$ cat config.mk
export PLATFORM = sky130hd
export DESIGN_NAME = binary_heap_priority_queue_flat
export DESIGN_NICKNAME = d
export VERILOG_FILES = /design/src/rtl/core/bhpq_pkg.sv /design/src/rtl/core/bhpq_in_if.sv /design/src/rtl/core/bhpq_out_if.sv /design/src/rtl/core/binary_heap_priority_queue.sv /design/src/flat_wrapper.sv
export SDC_FILE = /design/constraint.sdc
export NUM_CORES = 2
export LEC_CHECK = 0
export ABC_AREA = 1
export BUFFER_PORTS_ARGS = -buffer_cell sky130_fd_sc_hd__buf_4
export CAP_MARGIN = 20
export CORE_MARGIN = 2
export CORE_UTILIZATION = 47
export CTS_CLUSTER_DIAMETER = 120
export DETAILED_ROUTE_END_ITERATION = 12
export SLEW_MARGIN = 40
export SYNTH_ARGS = -nofsm -noshare
export SYNTH_HDL_FRONTEND = slang
export SYNTH_SLANG_ARGS = --single-unit
$ cat constraint.sdc
create_clock -name clk -period 10.3 [get_ports clk]
set_input_delay 0 -clock clk [delete_from_list [all_inputs] [get_ports clk]]
set_output_delay 0 -clock clk [all_outputs]
set_load 0.02 [all_outputs]
$ cat src/rtl/core/bhpq_pkg.sv
package bhpq_pkg;

  localparam int VALUE_W = 32;
  localparam int COUNT_W = 7;

  localparam logic ACT_PUSH = 1'b0;
  localparam logic ACT_POP  = 1'b1;

  localparam logic ORDER_MAX = 1'b0;
  localparam logic ORDER_MIN = 1'b1;

endpackage

$ cat src/rtl/core/bhpq_in_if.sv
interface bhpq_in_if import bhpq_pkg::*; ();
  logic               valid;
  logic               ready;
  logic               action;
  logic [VALUE_W-1:0] value;

  modport source (output valid, output action, output value, input ready);
  modport sink (input valid, input action, input value, output ready);
endinterface

$ cat src/rtl/core/bhpq_out_if.sv
interface bhpq_out_if import bhpq_pkg::*; ();
  logic               valid;
  logic               ready;
  logic               accepted;
  logic [VALUE_W-1:0] popped_value;
  logic [COUNT_W-1:0] entries_after;

  modport source (output valid, output accepted, output popped_value, output entries_after,
                  input ready);
  modport sink (input valid, input accepted, input popped_value, input entries_after,
                output ready);
endinterface

$ cat src/rtl/core/binary_heap_priority_queue.sv
// Binary heap priority queue, one item at a time; a result waits for ready, and the next item
// is taken only once the result is taken. Push: read the parent, then compare and write, for each
// tree level from the new slot up to the root. Pop: read the root and the last entry, then for each
// level the entry sinks, read the children, compare and write; a full push or empty pop is refused.
// One sequencer reuses the compare logic and the heap RAM port pair at every level.
// Reset (rst, synchronous): heap empty, max order; RAM contents are not cleared.
module binary_heap_priority_queue import bhpq_pkg::*; #(
  parameter int DEPTH      = 64,
  parameter int VALUE_BITS = 32
) (
  input  logic       clk,
  input  logic       rst,
  bhpq_in_if.sink    in_ch,
  bhpq_out_if.source out_ch,
  input  logic       cfg_we,
  input  logic       cfg_wdata
);

  localparam int AW = (DEPTH > 1) ? $clog2(DEPTH) : 1;
  localparam int CW = $clog2(DEPTH + 1);
  localparam int LW = AW + 2;

  typedef enum logic [2:0] {
    S_IDLE, S_UP_RD, S_UP_CMP, S_POP, S_DN_RD, S_DN_CMP, S_OUT
  } state_t;

  typedef logic [VALUE_BITS-1:0] val_t;

  state_t          state;
  logic [CW-1:0]   count;
  logic            order;
  logic [AW-1:0]   pos;
  val_t            cur;
  logic            res_accepted;
  val_t            res_popped;

  val_t            mem [DEPTH];
  val_t            rdata0;
  val_t            rdata1;
  logic [AW-1:0]   raddr0;
  logic [AW-1:0]   raddr1;
  logic            we;
  logic [AW-1:0]   waddr;
  val_t            wdata;

  logic [AW-1:0]   parent;
  logic [LW-1:0]   l_idx;
  logic [LW-1:0]   r_idx;
  logic            l_ok;
  logic            r_ok;
  logic            take_l;
  val_t            child_val;
  logic [AW-1:0]   child_pos;
  logic            up_swap;
  logic            dn_swap;
  logic [CW-1:0]   last;

  function automatic logic better(input logic ord, input val_t a, input val_t b);
    better = (ord == ORDER_MIN) ? (a < b) : (a > b);
  endfunction

  assign parent    = (pos - AW'(1)) >> 1;
  assign l_idx     = LW'({pos, 1'b1});
  assign r_idx     = l_idx + LW'(1);
  assign l_ok      = l_idx < LW'(count);
  assign r_ok      = r_idx < LW'(count);
  assign take_l    = !r_ok || better(order, rdata0, rdata1);
  assign child_val = take_l ? rdata0 : rdata1;
  assign child_pos = take_l ? l_idx[AW-1:0] : r_idx[AW-1:0];
  assign up_swap   = better(order, cur, rdata0);
  assign dn_swap   = better(order, child_val, cur);
  assign last      = count - CW'(1);

  assign in_ch.ready          = (state == S_IDLE);
  assign out_ch.valid         = (state == S_OUT);
  assign out_ch.accepted      = res_accepted;
  assign out_ch.popped_value  = VALUE_W'(res_popped);
  assign out_ch.entries_after = COUNT_W'(count);

  always_comb begin
    raddr0 = '0;
    raddr1 = '0;
    we     = 1'b0;
    waddr  = pos;
    wdata  = cur;
    case (state)
      S_IDLE: begin
        raddr0 = '0;
        raddr1 = last[AW-1:0];
      end
      S_UP_RD: begin
        raddr0 = parent;
        we     = (pos == '0);
      end
      S_UP_CMP: begin
        we    = 1'b1;
        wdata = up_swap ? rdata0 : cur;
      end
      S_DN_RD: begin
        raddr0 = l_idx[AW-1:0];
        raddr1 = r_idx[AW-1:0];
        we     = !l_ok;
      end
      S_DN_CMP: begin
        we    = 1'b1;
        wdata = dn_swap ? child_val : cur;
      end
      default: begin
        we = 1'b0;
      end
    endcase
  end

  always_ff @(posedge clk) begin
    if (we) begin
      mem[waddr] <= wdata;
    end
    rdata0 <= mem[raddr0];
    rdata1 <= mem[raddr1];
  end

  always_ff @(posedge clk) begin
    if (rst) begin
      state        <= S_IDLE;
      count        <= '0;
      order        <= ORDER_MAX;
      res_accepted <= 1'b0;
    end else begin
      if (cfg_we) begin
        order <= cfg_wdata;
      end
      case (state)
        S_IDLE: begin
          if (in_ch.valid) begin
            res_popped <= '0;
            if (in_ch.action == ACT_PUSH) begin
              if (count == CW'(DEPTH)) begin
                res_accepted <= 1'b0;
                state        <= S_OUT;
              end else begin
                res_accepted <= 1'b1;
                cur          <= VALUE_BITS'(in_ch.value);
                pos          <= count[AW-1:0];
                count        <= count + CW'(1);
                state        <= S_UP_RD;
              end
            end else begin
              if (count == '0) begin
                res_accepted <= 1'b0;
                state        <= S_OUT;
              end else begin
                res_accepted <= 1'b1;
                count        <= last;
                state        <= S_POP;
              end
            end
          end
        end
        S_UP_RD: begin
          state <= (pos == '0) ? S_OUT : S_UP_CMP;
        end
        S_UP_CMP: begin
          pos   <= parent;
          cur   <= up_swap ? cur : rdata0;
          state <= S_UP_RD;
        end
        S_POP: begin
          res_popped <= rdata0;
          cur        <= rdata1;
          pos        <= '0;
          state      <= (count == '0) ? S_OUT : S_DN_RD;
        end
        S_DN_RD: begin
          state <= l_ok ? S_DN_CMP : S_OUT;
        end
        S_DN_CMP: begin
          if (dn_swap) begin
            pos   <= child_pos;
            state <= S_DN_RD;
          end else begin
            state <= S_OUT;
          end
        end
        S_OUT: begin
          if (out_ch.ready) begin
            state <= S_IDLE;
          end
        end
        default: begin
          state <= S_IDLE;
        end
      endcase
    end
  end

endmodule

$ cat src/flat_wrapper.sv
// flat-port wrapper written by rule: the top's interface ports become plain ports
module binary_heap_priority_queue_flat import bhpq_pkg::*;
#(
  parameter int DEPTH      = 64,
  parameter int VALUE_BITS = 32
)
  (clk, rst, cfg_we, cfg_wdata, in_ch_valid, in_ch_action, in_ch_value, in_ch_ready, out_ch_valid, out_ch_accepted, out_ch_popped_value, out_ch_entries_after, out_ch_ready);
  bhpq_in_if in_ch_i ();
  bhpq_out_if out_ch_i ();
  input  logic clk;
  input  logic rst;
  input  logic cfg_we;
  input  logic cfg_wdata;
  input wire logic [$bits(in_ch_i.valid)-1:0] in_ch_valid;
  input wire logic [$bits(in_ch_i.action)-1:0] in_ch_action;
  input wire logic [$bits(in_ch_i.value)-1:0] in_ch_value;
  output wire logic [$bits(in_ch_i.ready)-1:0] in_ch_ready;
  output wire logic [$bits(out_ch_i.valid)-1:0] out_ch_valid;
  output wire logic [$bits(out_ch_i.accepted)-1:0] out_ch_accepted;
  output wire logic [$bits(out_ch_i.popped_value)-1:0] out_ch_popped_value;
  output wire logic [$bits(out_ch_i.entries_after)-1:0] out_ch_entries_after;
  input wire logic [$bits(out_ch_i.ready)-1:0] out_ch_ready;
  assign in_ch_i.valid = in_ch_valid;
  assign in_ch_i.action = in_ch_action;
  assign in_ch_i.value = in_ch_value;
  assign in_ch_ready = in_ch_i.ready;
  assign out_ch_valid = out_ch_i.valid;
  assign out_ch_accepted = out_ch_i.accepted;
  assign out_ch_popped_value = out_ch_i.popped_value;
  assign out_ch_entries_after = out_ch_i.entries_after;
  assign out_ch_i.ready = out_ch_ready;
  binary_heap_priority_queue #(.DEPTH(DEPTH), .VALUE_BITS(VALUE_BITS)) u_core (.clk(clk), .rst(rst), .in_ch(in_ch_i), .out_ch(out_ch_i), .cfg_we(cfg_we), .cfg_wdata(cfg_wdata));
endmodule
==> run summary <==
initial antenna violation count = 13
post-CTS setup buffer count = 0
met2 routed WL = 190 mm
most frequent cell after synthesis = nand2_1
crit path DAT = 7.81 ns
Final Max Tran Viols = 0
met3 WL post-DR = 56.4 mm
post-DP HPWL = 231 mm
largest net degree at the start of global routing = 206
routed len/inst = 29.3 µm
delay-heaviest family, CP = simple AND/OR/NAND/NOR gates
Crit. End Element = register
status = complete, no violations
hold slack = 0.0482 ns
slew margin rel. = 30.7%
initial core utilization = 47.2%
critical-path maximum fanout = 64
clock skew = 0.0412 ns
Required @ worst endpoint = 10.86 ns
Overall Global Routing Usage = 34.9%
worst path bufs/invs = 6
Net Count, Synth = 11936
setup_tns = 0 ns
post-synth cell types = 50
grt ovf = 0
sequential area share after synthesis = 58.0%
post-synth top area share = 56.7%
Layout fillers = 20805
Worst-path clk slew = 0.06 ns
fin crit period = 7.24 ns
pre-CTS setup slack = 3.16 ns
# IOs = 81
EDFF count, synth = 2118
clk sinks = 2194
CTS Buf Count = 233
WL final = 436 mm
# rows = 179
Critical Path Start Type = register
Seq cells post-synth = 2194
Port Buf Inserts = 80
CP Depth = 25
synth cell count leaders = nand2_1 (2425), edfxtp_1 (2118), nand3_1 (1656)
multi-input logic area = 39900 µm²
min setup slack post-route = 3.06 ns
P&R area growth vs syn = 10.6%
Hold Fails Final Rpt = 0
Async SR Flop Fraction = 0%
nets = 11639
vias in the first global route = 89717
vias = 95365
Hold Path Cell Cnt = 4
Cell Area, Placed = 116000 µm²
maxcap violations = 0
Most common cell on crit path = nand2_1
Die H = 493 µm
Mapped Cells = 11785
Clock Latency Late Sink = 0.90 ns
final period utilization = 70.3%
Via density = 6.42
Initial DRT Pass Iterations = 8
Post-Syn Area per Cell = 9.52 µm²
M1 WL = 166 mm
clock tree from TritonCTS = done
global-route wire length before repair = 620 mm
Final GP Congestion = 0.916
Slew @ Worst Pin = 1.04 ns
Fmax = 0.138 GHz
DRC violations left = 0
Yosys top cell by area = edfxtp_1
final non-filler cell area = 124000 µm²
core footprint = 238000 µm²
critical path class = register to register
Setup violations, final = 0
Final ANT Viol Nets = 0
DRT iter0 DRCs = 13943
r2r worst-path depth = 25
Synth Flop Type = edfxtp_1
clk buf depth = 3
unrepaired setup endpoints after global routing = false
die area = 243000 µm²
ratio of cells with drive above 1 in the final layout = 7.69%
H-tree depth reported by CTS = 4
Seq. cell area = 65100 µm²
Post-Syn Area = 112000 µm²
Area contributors post-synth = edfxtp_1 (57%), o211ai_1 (8.5%), nand2_1 (8.1%), nand3_1 (7.4%), o21ai_0 (4.0%)
Yosys warning count = 0
Critical Path Max Stage Delay = 0.66 ns
top sig layer = met5
clk root buf = clkbuf_16
Die W = 493 µm
Crit-path slowest cell = nor3b_1
Worst Hold Class = input pin to register
cells by family after synthesis:
family	Yosys count	synth area share [%]
buf+inv	1935	7.11
compound gates	2734	15.2
fa+ha+maj	112	1.25
flops	2194	58.0
xor+xnor	9	0.0702
simple gates	4801	18.4
worst reg2reg max path: cells and delay by family, from the launching register on:
| kind | cells | cell delay, ns |
|---|---|---|
| and+or+nand+nor | 14 | 3.10 |
| AOI/OAI and AO/OA | 3 | 0.71 |
| buffers and inverters | 6 | 1.82 |
| DFF | 1 | 0.56 |
| adders and majority gates | 2 | 0.56 |
worst paths after layout:
path                                               start                                          end  slack, ns
max                              u_core.pos[0]$_DFFE_PP_                  u_core.mem[26][3]$_DFFE_PP_       3.06
min                                       in_ch_value[1]                      u_core.cur[1]$_DFFE_PP_       0.05
max reg2reg                      u_core.pos[0]$_DFFE_PP_                  u_core.mem[26][3]$_DFFE_PP_       3.06
min reg2reg  u_core.out_ch.entries_after[6]$_SDFFE_PP0P_  u_core.out_ch.entries_after[6]$_SDFFE_PP0P_       0.59
final cells by class:
cell class	instances	area share, %
Clock buffer	305	5.03
Antenna cell	8	0.0161
Clock inverter	131	0.823
Multi-Input combinational cell	7656	32.2
Tap cell	3167	3.19
Sequential cell	2194	52.5
Timing Repair Buffer	392	3.16
Inverter	1011	3.12
through the flow:
step                util [%]  instances
detailed placement      48.8      14349
global route            52.2      14857
global placement        48.6      14337
floorplan                  -      11785
finish                  52.2      14864
CTS                     52.1      14848
layout by cell type (no fill, tap or decap), types with 26 or more instances in the layout:
master,count
o21ai_1,107
buf_12,39
clkinv_1,72
clkbuf_1,64
clkinv_2,34
o21ai_0,907
dfxtp_1,76
ha_1,112
nor2_4,65
a21oi_1,376
inv_1,991
and2_1,31
or2_2,130
buf_4,240
dlygate4sd3_1,63
edfxtp_1,2118
o211ai_1,1274
o22ai_1,26
buf_6,39
nor2_1,444
nand3_2,35
nand2_1,2424
clkbuf_16,239
nand3_1,1622
layer usage:
metal | vias to the layer above | global-route usage [%]
met4 | 4 | 17.0
met2 | 6539 | 52.8
met1 | 46164 | 46.5
li1 | 41369 | -
met5 | - | 0
met3 | 1289 | 9.19
flip-flops by register name, summed over array words and instances, names as in the netlist:
name / count
u_core.state: 3
u_core.cur: 32
u_core.order: 1
u_core.out_ch.accepted: 1
u_core.out_ch.popped_value: 32
u_core.mem: 2048
u_core.rdata0: 32
u_core.out_ch.entries_after: 7
u_core.rdata1: 32
u_core.pos: 6
repair_timing:
item	CTS	global route
hold buffers	63	0
hold endpoints to repair	44	0
gates resized for setup	0	0
Power is left out: the tool's default activity adds up to more than one toggle a clock period on the data nets, which glitch-free logic cannot reach.
